File: src/ising_pkg.sv
// ============================================================================
// Ising spin update package
// Shared widths, operation and register codes, and the trial decision record.
// ============================================================================
package ising_pkg;

    // Field widths
    localparam int OP_W      = 2;
    localparam int COORD_W   = 6;
    localparam int COORD_SPAN = 1 << COORD_W;
    localparam int PROB_BITS = 16;
    localparam int CHG_W     = 4;
    localparam int ENERGY_W  = 15;
    localparam int MAGNET_W  = 14;
    localparam int SUM_W     = 16;   // headroom for total plus one increment
    localparam int CFG_IDX_W = 1;

    // Saturation bounds of the running totals
    localparam int ENERGY_LIMIT = 8192;
    localparam int MAGNET_LIMIT = 4096;

    // Operation codes; anything else behaves as a read
    localparam logic [OP_W-1:0] OP_LOAD  = 2'd0;
    localparam logic [OP_W-1:0] OP_TRIAL = 2'd1;
    localparam logic [OP_W-1:0] OP_READ  = 2'd2;

    // Configuration register indexes
    localparam logic [CFG_IDX_W-1:0] REG_ACCEPT_TWO  = 1'd0;
    localparam logic [CFG_IDX_W-1:0] REG_ACCEPT_FOUR = 1'd1;

    // Reset values of the acceptance probabilities
    localparam logic [PROB_BITS-1:0] ACCEPT_TWO_RST  = 16'd24417;
    localparam logic [PROB_BITS-1:0] ACCEPT_FOUR_RST = 16'd9097;

    typedef struct packed {
        logic                    accept;
        logic signed [CHG_W-1:0] change;
    } ising_dec_t;

endpackage

File: src/ising_decide.sv
// ============================================================================
// Metropolis trial decision
// Local change from centre and neighbour spins, and the acceptance test.
// ============================================================================
module ising_decide (
    input  logic                               centre,
    input  logic [3:0]                         neighbours,
    input  logic [ising_pkg::PROB_BITS-1:0]    random_value,
    input  logic [ising_pkg::PROB_BITS-1:0]    prob_two,
    input  logic [ising_pkg::PROB_BITS-1:0]    prob_four,
    output ising_pkg::ising_dec_t              decision
);
    import ising_pkg::*;

    logic [2:0]              up_count;
    logic signed [CHG_W-1:0] nsum;
    logic signed [CHG_W-1:0] change;

    always_comb
    begin
        up_count = 3'(neighbours[0]) + 3'(neighbours[1])
                 + 3'(neighbours[2]) + 3'(neighbours[3]);
        // sum of +-1 neighbours = 2*ups - 4
        nsum     = $signed({up_count, 1'b0}) - 4'sd4;
        change   = centre ? nsum : -nsum;

        decision.change = change;
        if (change <= 4'sd0)
        begin
            decision.accept = 1'b1;
        end
        else if (change == 4'sd2)
        begin
            decision.accept = (prob_two >= random_value);
        end
        else
        begin
            decision.accept = (prob_four >= random_value);
        end
    end

endmodule

File: config.mk
export PLATFORM = sky130hd
export DESIGN_NAME = ising_decide
export DESIGN_NICKNAME = d
export VERILOG_FILES = /design/src/ising_pkg.sv /design/src/ising_decide.sv
export SDC_FILE = /design/constraint.sdc
export NUM_CORES = 1
export LEC_CHECK = 0
export ABC_AREA = 1
export BUFFER_PORTS_ARGS = -buffer_cell sky130_fd_sc_hd__buf_2
export CORE_ASPECT_RATIO = 0.8
export CORE_MARGIN = 3
export CORE_UTILIZATION = 45
export DETAILED_ROUTE_END_ITERATION = 8
export PLACE_DENSITY = 0.83
export SETUP_SLACK_MARGIN = 0.15
export SLEW_MARGIN = 10
export SYNTH_ARGS = -nofsm -noshare
export SYNTH_HDL_FRONTEND = slang
export SYNTH_SLANG_ARGS = --single-unit
export TNS_END_PERCENT = 20
File: constraint.sdc
create_clock -name vclk -period 3.1
set_input_delay 0 -clock vclk [all_inputs]
set_output_delay 0 -clock vclk [all_outputs]
set_load 0.01 [all_outputs]
# [Word-level counts from Yosys, hierarchy flattened]
# Cells that the tools add are included.
[classes] add_sub_neg=5 multipliers=0 n_div=0 order_cmp=3 n_eq_ne=1 shifts=0 muxes=3 bitwise_logic=0 reduce_logical=0
[op_table] cell="$ge A16 B16 Y1" count=2
[op_table] cell="$eq A4 B3 Y1 const B" count=1
[op_table] cell="$le A4 B1 Y1 const B" count=1
[op_table] cell="$mux W4" count=1
[op_table] cell="$neg A4 Y4" count=1
[op_table] cell="$sub A4 B4 Y4 const B" count=1
[op_table] cell="$add A2 B1 Y3" count=1
[op_table] cell="$add A3 B1 Y3" count=1
[op_table] cell="$add A1 B1 Y2" count=1
[op_table] cell="$mux W1" count=2
[totals] ff_bits=0 latch_bits=0 mem_bits_rw=0 mem_bits_ro=0 inputBits=53 mem_count=0

# [Longest topological paths before layout]
# Gate-level depths: netlist of the first run.
[logic_depth] ltp_word=9 mapped_depth=13 mapped_depth_nobuf=13

# [Worst setup path before layout of the first run]
# OpenSTA, ideal clock, no wires.
[synth_path] path_kind="input-to-output" start="input port neighbours[0]" end="output port decision[4] (netlist name)" arrival_time_ns=1.994 t_required_ns=3.100 slack_ns=1.106 stages=11 path_cell_list="fa_1 -> ha_1 -> fa_1 -> inv_1 -> o21a_2 -> nor2_2 -> nand3_1 -> nor2_1 -> nand2_1 -> nand2_1 -> inv_1"
[synth_rtl] element="start: declaration" line_no="ising_decide.sv:7" rtl="input logic [3:0] neighbours,"
[synth_rtl] element="end: declaration" line_no="ising_decide.sv:11" rtl="output ising_pkg::ising_dec_t decision"

==> results.json, run 1 <==
{
  "status": "complete, no violations",
  "yosys-top-cells-count": "nand2_1, inv_1, ha_1",
  "fp.coreArea_um2": 1940,
  "firstDrtPassIters": 4,
  "seq_cell_count": 0,
  "yosysUniqueCellTypes": 15,
  "io_pins": 58,
  "fmax_mhz": 454,
  "cts_setup_buffers": 0,
  "wl_mm": 2.05,
  "vias": 1048,
  "diodes": 0,
  "yosysWarnings": 0,
  "yosysSeqAreaShare_pct": 0,
  "crit_fanout": 3,
  "fin_setup_tns_ps": 0,
  "hold-worst-slack_ps": 400,
  "clkbuf_count": 0,
  "syn_nets": 245,
  "synth_top_cells_by_area": "ha_1, nand2_1, inv_1",
  "hp-class": "primary input to output pin",
  "crit_path_end_kind": "output pin",
  "ir_drop_v": 0.0000727,
  "die_area_um2": 2730,
  "cp.required_ps": 3100,
  "utilization_pct": 65.3,
  "period_needed_ps": 2200,
  "dieHeight_um": 47.4,
  "p_leak_uw": 0.000870,
  "port-buffer-count": 57,
  "hp-start": "centre",
  "start_kind": "primary input",
  "drt_iter0_drc": 14,
  "wl_per_cell_um": 8.69,
  "hold_viol_final": 0,
  "place_congestion": 0.743,
  "cts_resized": 0,
  "grt_setup_unrepaired": "no",
  "crit_path_start": "neighbours[0]",
  "initial_core_util_pct": 49.5,
  "syn_to_final_growth_pct": 32.0,
  "drive_gt1_share_pct": 27.8,
  "grt_max_degree": 6,
  "grt_usage_pct": 14.5,
  "finalSetupViolCount": 0,
  "crit_arrival_ps": 2200,
  "synth_most_common_cell": "nand2_1",
  "multi_input_area_um2": 812,
  "dieWidth_um": 57.7,
  "num_rows": 14,
  "hpwl_mm": 2.01,
  "ant_nets": 0,
  "final-seq-area_um2": 0,
  "cap_viol_max_count": 0,
  "grt_pass1_vias": 844,
  "period_share_pct": 71.1,
  "fillCellCount": 204,
  "yosysTopAreaCell": "ha_1",
  "yosysTopAreaCellShare_pct": 44.2,
  "nNetsFinal": 303,
  "drc": 0,
  "routed_via_density": 4.44,
  "finalMaxSlewViolations": 0,
  "antenna_found_initial": 0,
  "ctsHoldBuffers": 0,
  "power.density_nw_per_um2": 142,
  "synthCells": 156,
  "avgSynthCellArea_um2": 6.17,
  "gr-total-overflow": 0,
  "grt_pass1_wl_mm": 3.26,
  "crit_type": "primary input to output pin",
  "synth_area_um2": 962
}
==> cells in the final DEF (no fill, tap or decap), drive strengths merged <==
cell type  netlist  final
buf              1     57
nand2           44     44
inv             38     38
ha              34     34
nor2            13     13
a21oi            9      9
nand3            6      6
o21ai            4      4
fa               2      2
o21a             2      2
nand3b           1      1
a21o             1      1
conb             1      1
==> critical path, stage by stage <==
cell and delay, ps:
buf_2 110, fa_1 470, ha_1 330, fa_1 540
inv_1 50, o21a_2 200, nor2_2 80, nand3_1 60
nor2_1 90, nand2_1 60, nand2_1 50, inv_1 30
buf_2 130
==> cells by family (layout without fill, tap and decap cells) <==
group	Yosys count	in the layout	synth area share [%]
adder cells (fa/ha/maj)	36	36	48.4
buffers and inverters	39	95	15.6
AO/OA/AOI/OAI	16	16	9.23
other	1	1	0.390
AND/OR/NAND/NOR	64	64	26.4
==> through the flow <==
| stage | cell area, um^2 | worst slack [ps] | cells | power, uW |
|---|---|---|---|---|
| after floorplan | 962 | 1110 | 156 | 117 |
| after global placement | 1270 | 931 | 236 | 178 |
| final | 1270 | 897 | 236 | 181 |
| after CTS | 1270 | 890 | 236 | 184 |
| after detailed placement | 1270 | 898 | 236 | 182 |
| after global routing | 1270 | 721 | 236 | 215 |
==> final cells by class <==
cell class         count  share of cell area [%]
multi-input cells    117                    63.9
repair buffers        57                    22.5
well taps             24                    2.36
inverters             38                    11.2
==> power breakdown <==
group	internal, uW	total (uW)	switching [uW]	leakage [uW]
clock network	0	0	0	0
registers	0	0	0	0
logic	86.7	181	94.2	0.000870
total	86.7	181	94.2	0.000870
==> layer usage <==
| layer | GRT usage, % | vias up | wire length (um) |
|---|---|---|---|
| li1 | - | 602 | - |
| met1 | 20.9 | 419 | 993 |
| met2 | 25.9 | 27 | 927 |
| met3 | 0.275 | 0 | 131 |
| met4 | 0 | 0 | 0 |
| met5 | 0 | - | 0 |
==> final timing paths <==
kind / end / slack (ps) / cells past startpoint
worst max-delay path: decision[4] / 900 / 13
worst min-delay path: decision[2] / 400 / 3
Note: power is estimated with default switching activity, not from simulation.
==> inputs of run 2 (changes only) <==
- CORE_UTILIZATION: 45 -> 42
- PLACE_DENSITY: 0.83 -> 0.81
- clock period: 3.1 -> 2 ns (I/O delays scaled with it)
==> run 2 against run 1 <==
Compared with the run above: the flow now finishes with violations (setup timing); power rose by 64%; worst setup slack got worse by 1000 ps; global-route usage shrank 0.43 points; via count shrank 1.6%; utilization is 0.84 points lower; cell count up 0.42%.
==> results.json, run 2 (same netlist as run 1, synthesis figures left out) <==
{
  "status": "complete, but fails checks",
  "violations": "setup timing",
  "finalSetupViolCount": 1,
  "hpwl_mm": 2.02,
  "grt_usage_pct": 14.0,
  "fillCellCount": 209,
  "grt.met1_usage_pct": 22.9,
  "final.setup.worst_slack_ps": -128,
  "wl_per_cell_um": 8.85,
  "layout_common_cells": "buf_2, nand2_1, inv_1",
  "port-buffer-count": 57,
  "start_kind": "primary input",
  "crit_arrival_ps": 2130,
  "grt_pass1_vias": 831,
  "period_needed_ps": 2130,
  "num_rows": 14,
  "drive_gt1_share_pct": 29.1,
  "clkbuf_count": 0,
  "crit_path_start": "neighbours[3]",
  "met2_usage_pct": 21.1,
  "syn_to_final_growth_pct": 35.0,
  "cap_viol_max_count": 0,
  "hold-worst-slack_ps": 402,
  "fp.coreArea_um2": 2010,
  "busiest_layer": "met1",
  "crit_fanout": 2,
  "io_pins": 58,
  "cts_setup_buffers": 0,
  "ctsHoldBuffers": 0,
  "routed_via_density": 4.35,
  "final-seq-area_um2": 0,
  "place_inst": 237,
  "grt_pass1_wl_mm": 3.46,
  "grt_util_met3_pct": 0.794,
  "hp-class": "primary input to output pin",
  "gr-total-overflow": 0,
  "pre_cts_slack_ps": -180,
  "hold_depth": 3,
  "final_common_cell": "buf_2",
  "dieHeight_um": 48.8,
  "p_leak_uw": 0.000874,
  "initial_core_util_pct": 47.8,
  "wl_mm": 2.10,
  "vias": 1031,
  "cp.required_ps": 2000,
  "place_congestion": 0.755,
  "whs_endpoint": "decision[2]",
  "crit_type": "primary input to output pin",
  "stdcell_count": 237,
  "hold_viol_final": 0,
  "fin_area_um2": 1300,
  "period_share_pct": 106,
  "drt_iter0_drc": 19,
  "grt_setup_unrepaired": "yes",
  "ir_drop_v": 0.000140,
  "nNetsFinal": 304,
  "grt_max_degree": 6,
  "ant_nets": 0,
  "power.density_nw_per_um2": 229,
  "seq_cell_count": 0,
  "place_area_um2": 1290,
  "antenna_found_initial": 0,
  "hp-start": "centre",
  "die_area_um2": 2900,
  "fmax_mhz": 470,
  "crit_path_end_kind": "output pin",
  "finalMaxSlewViolations": 0,
  "diodes": 0,
  "dieWidth_um": 59.5,
  "drc": 0,
  "firstDrtPassIters": 4
}
-- run 2: how the worst max path moves through the flow --
stage               depth (start not counted)     endpoint
floorplan                                  11  decision[4]
finish                                     13  decision[4]
detailed placement                         13  decision[4]
CTS                                        13  decision[4]
global route                               13  decision[4]
global placement                           13  decision[4]
-- run 2: timing repair --
action	in CTS	in global routing
setup endpoints to repair	1	2
pin swaps	4	0
resized for setup	1	1
-- run 2: where the power goes --
group | internal [uW] | switching [uW]
Sequential | 0 | 0
Clock | 0 | 0
Combinational | 147 | 151
-- run 2: per-stage QoR --
| step | setup TNS [ps] | total power, uW | utilization, % |
|---|---|---|---|
| 5_1_grt | -249 | 351 | 64.5 |
| 6_report | -128 | 298 | 64.5 |
| 3_3_place_gp | -141 | 290 | 64.0 |
| 3_5_place_dp | -180 | 299 | 64.0 |
| 2_1_floorplan | 0 | 189 | - |
| 4_1_cts | -143 | 301 | 64.3 |
-- run 2: routing by layer --
metal | part of all wire (%) | wire length, um
met3 | 7.3 | 153
met4 | 0 | 0
met1 | 50 | 1050
met2 | 42 | 890
met5 | 0 | 0
-- run 2: layout make-up --
| class | count | area [um^2] | area share (%) |
|---|---|---|---|
| multi-input combinational | 117 | 827 | 63.7 |
| timing repair buffer | 58 | 299 | 23.0 |
| inverter | 38 | 143 | 11.0 |
| tap | 24 | 30.0 | 2.31 |
-- run 2: critical path, stage by stage --
cell     delay, ps
buf_6           90
fa_2           590
ha_4           210
fa_1           480
inv_1           50
o21a_2         200
nor2_2          70
nand3_1         60
nor2_1         110
nand2_1         50
nand2_1         50
inv_1           30
buf_2          120
